--- config.mk ---
export PLATFORM = sky130hd
export DESIGN_NAME = uart_dual_ring_buffer
export DESIGN_NICKNAME = d
export VERILOG_FILES = /design/src/design/udrb_pkg.sv /design/src/design/uart_dual_ring_buffer.sv
export SDC_FILE = /design/constraint.sdc
export NUM_CORES = 1
export LEC_CHECK = 0
export BUFFER_PORTS_ARGS = -buffer_cell sky130_fd_sc_hd__buf_2
export CORE_MARGIN = 1
export CORE_UTILIZATION = 50
export DETAILED_ROUTE_END_ITERATION = 10
export GPL_TIMING_DRIVEN = 1
export HOLD_SLACK_MARGIN = 0.03
export PLACE_DENSITY = 0.76
export SLEW_MARGIN = 20
export SYNTH_ARGS = -nofsm -noshare
export SYNTH_HDL_FRONTEND = slang
export SYNTH_SLANG_ARGS = --single-unit
--- constraint.sdc ---
create_clock -name clock -period 3 [get_ports clock]
set_input_delay 0.3 -clock clock [delete_from_list [all_inputs] [get_ports clock]]
set_output_delay 0.3 -clock clock [all_outputs]
set_load 0.02 [all_outputs]
--- src/design/udrb_pkg.sv ---
// udrb_pkg: shared types and constants for the dual uart ring buffer
// depends on nothing; used by uart_dual_ring_buffer
`default_nettype none

package udrb_pkg;

   // ring geometry, fixed by the 4-bit level fields of the result
   localparam int RING_DEPTH = 8;
   localparam int PTR_W      = $clog2(RING_DEPTH);
   localparam int LVL_W      = 4;

   typedef logic [PTR_W-1:0] ptr_type;
   typedef logic [LVL_W-1:0] lvl_type;
   typedef logic [7:0]       byte_type;

   localparam ptr_type PTR_LAST  = PTR_W'(RING_DEPTH - 1);
   localparam lvl_type RING_FULL = LVL_W'(RING_DEPTH);

   // operation codes carried on req_tuser
   typedef enum logic [2:0] {
      OP_TX_PUT   = 3'd0,
      OP_TX_DRAIN = 3'd1,
      OP_RX_RECV  = 3'd2,
      OP_RX_GET   = 3'd3,
      OP_RX_FLUSH = 3'd4,
      OP_TX_FLUSH = 3'd5
   } op_type;

   // sequencer states
   typedef enum logic {
      ST_IDLE = 1'b0,
      ST_READ = 1'b1
   } state_type;

   // wrap a ring position
   function automatic ptr_type next_pos(input ptr_type p);
      ptr_type n;
      n = (p == PTR_LAST) ? '0 : p + 1'b1;
      return n;
   endfunction

endpackage

`default_nettype wire

--- src/design/uart_dual_ring_buffer.sv ---
// uart_dual_ring_buffer: transmit and receive byte rings between software and a uart
// each ring is a one-port-write, one-port-read synchronous memory; uses udrb_pkg
//
// Each request transaction carries an operation on req_tuser (tx put, tx drain, rx receive,
// rx get, flush rx, flush tx) and a byte on req_tdata, and yields exactly one response
// transaction with the byte read (if any), a reject flag for a put on a full transmit ring,
// both fill levels and the transmit interrupt flag after the operation. Operations that read
// no byte load the response register directly; a drain or get that returns a byte first goes
// through the registered read of the ring memory and the read state. The response sits in an
// output register, so a new request is taken in the cycle the previous response leaves. A full
// receive ring drops its oldest byte on a receive. Each ring holds eight bytes.
`default_nettype none

module uart_dual_ring_buffer (
   input  wire         clock,
   input  wire         reset,
   // request channel
   input  wire         req_tvalid,
   output logic        req_tready,
   input  wire  [7:0]  req_tdata,   // [7:0] data_in
   input  wire  [2:0]  req_tuser,   // [2:0] operation
   // response channel
   output logic        rsp_tvalid,
   input  wire         rsp_tready,
   output logic [23:0] rsp_tdata,   // [7:0] data_out, [8] put_rejected, [12:9] tx_level,
                                    // [16:13] rx_level, [17] tx_irq_armed, rest zero
   output logic        rsp_tuser    // [0] data_valid
);

   // ring control registers
   udrb_pkg::ptr_type   tx_rd_pos_ff, tx_rd_pos_in, tx_wr_pos_ff, tx_wr_pos_in;
   udrb_pkg::ptr_type   rx_rd_pos_ff, rx_rd_pos_in, rx_wr_pos_ff, rx_wr_pos_in;
   udrb_pkg::lvl_type   tx_fill_ff, tx_fill_in, rx_fill_ff, rx_fill_in;
   logic                irq_ff, irq_in;
   udrb_pkg::state_type state_ff, state_in;
   logic                sel_rx_ff, sel_rx_in;

   // ring memories and their read data
   udrb_pkg::byte_type  tx_mem_ff [udrb_pkg::RING_DEPTH];
   udrb_pkg::byte_type  rx_mem_ff [udrb_pkg::RING_DEPTH];
   udrb_pkg::byte_type  tx_rdata_ff, rx_rdata_ff;
   logic                tx_we, tx_re, rx_we, rx_re;

   // response register
   logic                rsp_valid_ff, rsp_valid_in;
   udrb_pkg::byte_type  rsp_data_ff, rsp_data_in;
   logic                rsp_dvalid_ff, rsp_dvalid_in;
   logic                rsp_rej_ff, rsp_rej_in;
   udrb_pkg::lvl_type   rsp_tx_lvl_ff, rsp_tx_lvl_in, rsp_rx_lvl_ff, rsp_rx_lvl_in;
   logic                rsp_irq_ff, rsp_irq_in;

   logic                req_fire;
   udrb_pkg::op_type    op;
   udrb_pkg::byte_type  din;
   logic                rej;

   assign op  = udrb_pkg::op_type'(req_tuser);
   assign din = req_tdata;

   // take a request only when idle and the response register is free or draining
   assign req_tready = (state_ff == udrb_pkg::ST_IDLE) && (!rsp_valid_ff || rsp_tready);
   assign req_fire   = req_tvalid && req_tready;

   // next-state and ring update logic
   always_comb begin
      tx_rd_pos_in  = tx_rd_pos_ff;
      tx_wr_pos_in  = tx_wr_pos_ff;
      tx_fill_in    = tx_fill_ff;
      rx_rd_pos_in  = rx_rd_pos_ff;
      rx_wr_pos_in  = rx_wr_pos_ff;
      rx_fill_in    = rx_fill_ff;
      irq_in        = irq_ff;
      state_in      = state_ff;
      sel_rx_in     = sel_rx_ff;
      tx_we         = 1'b0;
      tx_re         = 1'b0;
      rx_we         = 1'b0;
      rx_re         = 1'b0;
      rej           = 1'b0;
      rsp_valid_in  = rsp_valid_ff && !rsp_tready;
      rsp_data_in   = rsp_data_ff;
      rsp_dvalid_in = rsp_dvalid_ff;
      rsp_rej_in    = rsp_rej_ff;
      rsp_tx_lvl_in = rsp_tx_lvl_ff;
      rsp_rx_lvl_in = rsp_rx_lvl_ff;
      rsp_irq_in    = rsp_irq_ff;

      case (state_ff)
         udrb_pkg::ST_IDLE: begin
            if (req_fire) begin
               case (op)
                  udrb_pkg::OP_TX_PUT: begin
                     if (tx_fill_ff == udrb_pkg::RING_FULL) begin
                        rej = 1'b1;
                     end else begin
                        tx_we        = 1'b1;
                        tx_wr_pos_in = udrb_pkg::next_pos(tx_wr_pos_ff);
                        tx_fill_in   = tx_fill_ff + 1'b1;
                     end
                     irq_in = 1'b1;
                  end
                  udrb_pkg::OP_TX_DRAIN: begin
                     if (tx_fill_ff != '0) begin
                        tx_re        = 1'b1;
                        tx_rd_pos_in = udrb_pkg::next_pos(tx_rd_pos_ff);
                        tx_fill_in   = tx_fill_ff - 1'b1;
                     end
                     if (tx_fill_in == '0) begin
                        irq_in = 1'b0;
                     end
                  end
                  udrb_pkg::OP_RX_RECV: begin
                     rx_we        = 1'b1;
                     rx_wr_pos_in = udrb_pkg::next_pos(rx_wr_pos_ff);
                     if (rx_fill_ff != udrb_pkg::RING_FULL) begin
                        rx_fill_in = rx_fill_ff + 1'b1;
                     end else begin
                        // overwrite oldest byte
                        rx_rd_pos_in = udrb_pkg::next_pos(rx_rd_pos_ff);
                     end
                  end
                  udrb_pkg::OP_RX_GET: begin
                     if (rx_fill_ff != '0) begin
                        rx_re        = 1'b1;
                        rx_rd_pos_in = udrb_pkg::next_pos(rx_rd_pos_ff);
                        rx_fill_in   = rx_fill_ff - 1'b1;
                     end
                  end
                  udrb_pkg::OP_RX_FLUSH: begin
                     rx_rd_pos_in = '0;
                     rx_wr_pos_in = '0;
                     rx_fill_in   = '0;
                  end
                  udrb_pkg::OP_TX_FLUSH: begin
                     tx_rd_pos_in = '0;
                     tx_wr_pos_in = '0;
                     tx_fill_in   = '0;
                  end
                  default: begin
                  end
               endcase

               // capture status now; a memory read completes it next cycle
               rsp_data_in   = '0;
               rsp_dvalid_in = 1'b0;
               rsp_rej_in    = rej;
               rsp_tx_lvl_in = tx_fill_in;
               rsp_rx_lvl_in = rx_fill_in;
               rsp_irq_in    = irq_in;
               if (tx_re || rx_re) begin
                  state_in  = udrb_pkg::ST_READ;
                  sel_rx_in = rx_re;
               end else begin
                  rsp_valid_in = 1'b1;
               end
            end
         end
         udrb_pkg::ST_READ: begin
            // read data is ready; response register is empty here
            rsp_data_in   = sel_rx_ff ? rx_rdata_ff : tx_rdata_ff;
            rsp_dvalid_in = 1'b1;
            rsp_valid_in  = 1'b1;
            state_in      = udrb_pkg::ST_IDLE;
         end
         default: begin
            state_in = udrb_pkg::ST_IDLE;
         end
      endcase
   end

   // control registers
   always_ff @(posedge clock) begin
      if (reset) begin
         tx_rd_pos_ff <= '0;
         tx_wr_pos_ff <= '0;
         tx_fill_ff   <= '0;
         rx_rd_pos_ff <= '0;
         rx_wr_pos_ff <= '0;
         rx_fill_ff   <= '0;
         irq_ff       <= 1'b0;
         state_ff     <= udrb_pkg::ST_IDLE;
         sel_rx_ff    <= 1'b0;
         rsp_valid_ff <= 1'b0;
      end else begin
         tx_rd_pos_ff <= tx_rd_pos_in;
         tx_wr_pos_ff <= tx_wr_pos_in;
         tx_fill_ff   <= tx_fill_in;
         rx_rd_pos_ff <= rx_rd_pos_in;
         rx_wr_pos_ff <= rx_wr_pos_in;
         rx_fill_ff   <= rx_fill_in;
         irq_ff       <= irq_in;
         state_ff     <= state_in;
         sel_rx_ff    <= sel_rx_in;
         rsp_valid_ff <= rsp_valid_in;
      end
   end

   // response payload
   always_ff @(posedge clock) begin
      rsp_data_ff   <= rsp_data_in;
      rsp_dvalid_ff <= rsp_dvalid_in;
      rsp_rej_ff    <= rsp_rej_in;
      rsp_tx_lvl_ff <= rsp_tx_lvl_in;
      rsp_rx_lvl_ff <= rsp_rx_lvl_in;
      rsp_irq_ff    <= rsp_irq_in;
   end

   // transmit ring memory
   always_ff @(posedge clock) begin
      if (tx_we) begin
         tx_mem_ff[tx_wr_pos_ff] <= din;
      end
      if (tx_re) begin
         tx_rdata_ff <= tx_mem_ff[tx_rd_pos_ff];
      end
   end

   // receive ring memory
   always_ff @(posedge clock) begin
      if (rx_we) begin
         rx_mem_ff[rx_wr_pos_ff] <= din;
      end
      if (rx_re) begin
         rx_rdata_ff <= rx_mem_ff[rx_rd_pos_ff];
      end
   end

   // response ports
   assign rsp_tvalid = rsp_valid_ff;
   assign rsp_tuser  = rsp_dvalid_ff;
   assign rsp_tdata  = {6'd0, rsp_irq_ff, rsp_rx_lvl_ff, rsp_tx_lvl_ff, rsp_rej_ff, rsp_data_ff};

endmodule

`default_nettype wire
==> results.yml, run 1 <==
synth:
  syn_area_um2: 8000
  yosys.area_share.simple_pct: 8.24
  synth.avg_cell_area_um2: 16.0
  ys_async_sr_fraction_pct: 0
  yosys_warnings: 0
  synth.distinct_cells: 68
  synth_compound_area_share_pct: 5.71
  synth_top_area_share_pct: 61.2
  ys_ff_latch: 187
  synth_adder_area_share_pct: 1.88
  synth_mux_area_share_pct: 13.1
  yosysSeqAreaShare_pct: 67.2
  netlist_top_cells_count: "163 x edfxtp_1, 43 x nor2_1, 32 x mux4_2"
  ys_top_cells_by_area: "edfxtp_1 61%, mux4_2 9.0%, dfxtp_1 6.0%, mux2_2 2.3%, nor2_1 2.0%"
  synthCells: 499
  ys.flop_type: "edfxtp_1"
  synth_top_area_cell: "edfxtp_1"
  synth_most_common_cell: "edfxtp_1"
  synth_top_family_by_area: "multiplexers"
  synth-edff-count: 163
  synth-xor-area-share_pct: 0.109
sta:
  fmax_ghz: 0.398
  rsz0062_at_grt: "no"
  fin_ws_ns: 0.488
  relSlewSlack_pct: 42.4
  skew_ns: 0.00554
  setup_tns_ns: 0
  final_max_slew_viol_count: 0
  setup_viol: 0
  finalCriticalPeriod_ns: 2.51
  period_share_pct: 83.7
  hold_viol: 0
  tightest_slew_ns: 0.863
power:
  p_int_mw: 4.27
  p_leak_nw: 3.00
  p_comb_share_pct: 6.2
  ir_drop_mv: 0.460
  swShare_pct: 20.8
  p_clk_share_pct: 40.0
  powerDensity_nw_per_um2: 608
  p_switching_mw: 1.12
  p_seq_share_pct: 53.9
  p_total_mw: 5.39
finish:
  antenna_cells: 0
  final_cell_area_um2: 8870
  area_growth_pct: 10.8
  drive_gt1_share_pct: 26.0
  nNetsFinal: 559
clocking:
  cts_tree: "built"
  cts_buffers: 17
  clk_pin_slew_ns: 0.06
  htree_levels: 4
  cts_resized: 0
  cts_sinks: 187
  clk_latency_ns: 0.43
  cts_buffer_depth: 2
  cts-root-buf: "clkbuf_16"
  cts_setup_buffers: 0
  hold_buffers: 0
status:
  outcome: "finished, final reports clean"
worst_setup_path:
  worstPathArrival_ns: 2.83
  critPathLaunchType: "flop"
  max_stage_delay_ns: 0.55
  cp_max_fo: 12
  cp-startpoint: "tx_fill_ff[0]"
  crit_type: "flop to flop"
  end_kind: "flop"
  cp_slowest_cell: "nor2_1"
  worstPathCellList: "inv_1 > ha_1 > nor3b_2 > or3_1 > nor2_1 > nor2b_1 > o21a_1"
  r2r_end: "sel_rx_ff"
  cp.required_ns: 3.32
  regToRegSetupSlack_ns: 0.49
  reg2reg_from: "tx_fill_ff[0]"
  reg2reg_depth: 7
detailed_routing:
  wirelength_mm: 15.0
  drtPass1Iterations: 5
  drc: 0
  wl_per_cell_um: 19.9
  via_count: 4343
  vias_per_cell: 5.77
  drtIter0Drc: 320
  ant_nets: 0
placed_design:
  postPlaceCellArea_um2: 8310
  hpwl_mm: 9.91
  place_ws_ns: 0.515
  gp_congestion: 0.863
  portBuffers: 35
die:
  initial_core_util_pct: 51.9
  core_area_um2: 15400
  fp.dieW_um: 129
  core.rowCount: 45
  ios: 42
  die_area_um2: 16500
  die_h_um: 129
min_path:
  worstHoldStart: "req_tvalid"
  hold_path_end: "rsp_tvalid"
  holdPathStages: 3
  holdCritPathClass: "input pin to flop"
grt:
  gr-total-overflow: 0
  gr-usage-all-layers_pct: 20.0
  grt_max_degree: 23
  antenna_found_initial: 0
  grt_pass1_vias: 4353
  grt_pass1_wl_mm: 23.6
job:
  cap_violations: 0
==> per-layer routing <==
| layer | vias up | GRT usage [%] | routed length, um | part of all wire, % |
|---|---|---|---|---|
| met3 | 26 | 5.32 | 841 | 5.6 |
| li1 | 1984 | - | - | - |
| met5 | - | 0 | 0 | 0 |
| met4 | 0 | 9.83 | 429 | 2.9 |
| met1 | 2177 | 26.3 | 6490 | 43 |
| met2 | 156 | 31.3 | 7240 | 48 |
==> flip-flops by register name, summed over array words and instances, names as in the netlist, 3 cells and up <==
signal and count:
rx_fill_ff 4, rsp_data_ff 8, rx_rd_pos_ff 3, tx_mem_ff 64, rx_mem_ff 64, rx_wr_pos_ff 3, tx_rdata_ff 8, tx_rd_pos_ff 3
rsp_rx_lvl_ff 4, tx_fill_ff 4, rx_rdata_ff 8, rsp_tx_lvl_ff 4, tx_wr_pos_ff 3
==> layout make-up <==
class                      count  area [um2]
clock buffer                  18         429
clock inverter                11         130
fill                        1187        6560
inverter                      15        56.3
multi-input combinational    264        2350
sequential                   187        5380
tap                          211         264
timing repair buffer          47         265
==> worst max path at each step <==
stage                      endpoint  slack, ns
floorplan           tx_mem_ff[0][0]       0.54
global placement    rx_mem_ff[0][7]       0.59
detailed placement  rx_mem_ff[2][0]       0.52
CTS                       sel_rx_ff       0.53
global route              sel_rx_ff       0.29
finish                    sel_rx_ff       0.49
==> worst max-delay path: cells and delay by family, from the launching register on <==
| kind | cells | cell delay (ns) |
|---|---|---|
| adder cells (fa/ha/maj) | 1 | 0.28 |
| AO/OA/AOI/OAI | 1 | 0.19 |
| buffers and inverters | 1 | 0.12 |
| AND/OR/NAND/NOR | 4 | 1.29 |
| flip-flops | 1 | 0.53 |
==> power by group through the flow <==
stage	Sequential [mW]	Clock [mW]	Combinational, mW
CTS	2.90	2.19	0.333
detailed placement	2.96	0	0.331
global route	2.91	2.29	0.362
finish	2.90	2.15	0.332
floorplan	2.96	0	0.237
global placement	2.96	0	0.323
==> cells in the final DEF, fill, tap and decap left out, types with 3 or more instances in the layout <==
cell / Yosys / layout
a21oi_1: 12 / 12
a22oi_1: 7 / 7
buf_2: 10 / 35
buf_4: 11 / 12
bufinv_16: 0 / 3
clkbuf_16: 0 / 17
clkinv_1: 0 / 5
conb_1: 1 / 6
dfxtp_1: 24 / 23
edfxtp_1: 163 / 163
ha_1: 12 / 12
inv_1: 13 / 13
mux2_2: 16 / 16
mux2i_1: 15 / 15
mux4_2: 32 / 32
nand2_1: 20 / 20
nand2b_1: 9 / 9
nand3_1: 6 / 6
nor2_1: 43 / 43
nor2b_1: 6 / 6
nor3_1: 8 / 8
nor3_2: 3 / 3
o211ai_2: 3 / 3
o21ai_0: 6 / 6
o21ai_1: 6 / 6
==> logic make-up (layout without fill, tap and decap cells) <==
| group | count (synthesis) | after routing |
|---|---|---|
| other | 1 | 6 |
| buffers and inverters | 53 | 91 |
| and+or+nand+nor | 120 | 120 |
| adders and majority gates | 12 | 12 |
| DFF | 187 | 187 |
| xor gates and xnor gates | 1 | 1 |
| AOI/OAI and AO/OA | 62 | 62 |
| muxes | 63 | 63 |
==> metrics by stage <==
stage                     hold slack (ns)  cells  util [%]
final                               0.149    753      57.5
after global routing                0.166    753      57.5
after CTS                           0.131    753      57.5
after detailed placement            0.474    724      53.9
after global placement              0.467    724      53.9
after floorplan                     0.399    504         -
No activity file was read; power rests on OpenSTA's default activity.
==> run 2, diff against run 1 <==
Clock period 3 ns to 2.4 ns, I/O delays scaled along.
==> run 2 against run 1 <==
Sequential share of layout area decreased by 0.80 points. Register-to-register slack got worse by 0.35 ns. Largest cell class unchanged. Clock power up 24%. Die area stayed put. Highest routed layer unchanged. Worst hold slack lost 0.039 ns.
==> results.yml, run 2 (synthesis results as in run 1) <==
status:
  outcome: "finished, final reports clean"
finish:
  top_regs: "rx_mem_ff x64, tx_mem_ff x64"
  nNetsFinal: 573
  final_cell_mix: "163 x edfxtp_1, 43 x nor2_1, 35 x buf_2"
  regArea_um2: 5380
  n_fill_cell: 1159
  drive_gt1_share_pct: 29.3
  antenna_cells: 0
  fin_util_pct: 58.2
  multi_input_area_um2: 2350
  area_growth_pct: 12.3
  final_common_cell: "edfxtp_1"
  final_cells: 770
sta:
  final_max_slew_viol_count: 0
  skew_ns: 0.00695
  setup_tns_ns: 0
  whs_ns: 0.111
  setup_viol: 0
  tightest_slew_ns: 0.900
  hold_viol: 0
  rsz0062_at_grt: "no"
  relSlewSlack_pct: 39.9
  fmax_ghz: 0.443
  period_share_pct: 94.1
  finalCriticalPeriod_ns: 2.26
worst_setup_path:
  r2r_end: "tx_mem_ff[1][7]"
  end_kind: "flop"
  cp.required_ns: 2.53
  critPathLaunchType: "flop"
  cp-startpoint: "tx_fill_ff[0]"
  reg2reg_from: "tx_fill_ff[0]"
  worstPathArrival_ns: 2.39
  cp_slowest_cell: "dfxtp_1"
  crit_buf_inv: 2
  worstPathCellList: "inv_1 > ha_1 > nor2b_4 > a21oi_2 > and2_2 > nand2_2 > nor3_2 > buf_4"
  crit_type: "flop to flop"
  reg2reg_depth: 8
  cp_max_fo: 12
  crit_family: "simple AND/OR/NAND/NOR gates"
  regToRegSetupSlack_ns: 0.14
  max_stage_delay_ns: 0.52
detailed_routing:
  vias_per_cell: 5.64
  wirelength_mm: 15.0
  drtPass1Iterations: 5
  drc: 0
  wl_per_cell_um: 19.4
  ant_nets: 0
  drtIter0Drc: 456
  via_count: 4340
die:
  initial_core_util_pct: 51.9
  core.rowCount: 45
  fp.dieW_um: 129
  core_area_um2: 15400
  die_area_um2: 16500
  die_h_um: 129
  ios: 42
clocking:
  cts_tree: "built"
  clk_latency_ns: 0.43
  cts_resized: 0
  cts_setup_buffers: 0
  cts_buffers: 17
  cts_buffer_depth: 2
  clk_pin_slew_ns: 0.07
  cts_sinks: 187
  htree_levels: 4
  hold_buffers: 0
  cts-root-buf: "clkbuf_16"
power:
  powerDensity_nw_per_um2: 748
  ir_drop_mv: 0.381
  p_leak_nw: 3.09
grt:
  grt_pass1_wl_mm: 23.6
  use_met2_pct: 31.7
  gr-total-overflow: 0
  gr-usage-all-layers_pct: 19.8
  busiest_layer: "met2"
  gr-usage-met3_pct: 3.99
  grt_pass1_vias: 4253
  use_met1_pct: 26.6
  antenna_found_initial: 0
  grt_max_degree: 21
min_path:
  holdCritPathClass: "input pin to flop"
  hold_path_end: "rsp_tvalid"
  worstHoldStart: "req_tvalid"
  holdPathStages: 3
placed_design:
  dp.cells: 738
  gp_congestion: 0.857
  hpwl_mm: 10.1
  portBuffers: 35
job:
  cap_violations: 0
==> run 2: cell types whose count changed in the layout (fill, tap and decap cells not counted), sizes merged <==
cell,before,now
buf,47,61
clkinv,7,6
clkbuf,18,17
clkinvlp,1,2
inv,15,21
bufinv,3,1
==> run 2: layer usage <==
layer,wire [um],vias up
li1,-,2011
met1,6630,2162
met2,7290,150
met3,775,17
met4,266,0
met5,0,-
==> run 2: how the worst max path moves through the flow <==
stage,to,slack [ns],cells after the start
detailed placement,tx_mem_ff[5][5],0.18,8
finish,tx_mem_ff[1][7],0.14,8
floorplan,tx_mem_ff[2][0],0.12,7
global placement,tx_mem_ff[1][3],0.28,8
global route,tx_mem_ff[5][3],0.001,8
CTS,tx_mem_ff[1][4],0.15,8
==> run 2: area by class of cell <==
class / instances / share of cell area (%)
Clock buffer: 17 / 4.73
Clock inverter: 15 / 1.56
Inverter: 15 / 0.627
Multi-Input combinational cell: 264 / 26.2
Sequential cell: 187 / 59.8
Tap cell: 211 / 2.94
Timing Repair Buffer: 61 / 4.12
==> run 2: through the flow <==
step | setup slack [ns] | instance area, um2 | power (mW)
2_1_floorplan | 0.122 | 8030 | 4.00
3_3_place_gp | 0.280 | 8420 | 4.10
3_5_place_dp | 0.177 | 8420 | 4.12
4_1_cts | 0.149 | 8990 | 6.76
5_1_grt | 0.00110 | 8990 | 6.92
6_report | 0.142 | 8990 | 6.72
==> run 2: worst reg2reg max path: cells and delay by family, from the launching register on <==
family,cells,cell delay [ns]
compound gates,1,0.23
flops,1,0.52
buf+inv,2,0.33
fa+ha+maj,1,0.29
simple gates,4,0.60
==> run 2: where the power goes <==
group / switching, mW / leakage [nW] / internal (mW)
clock network: 1.22 / 0.278 / 1.45
logic: 0.270 / 1.13 / 0.159
registers: 0.0363 / 1.68 / 3.58
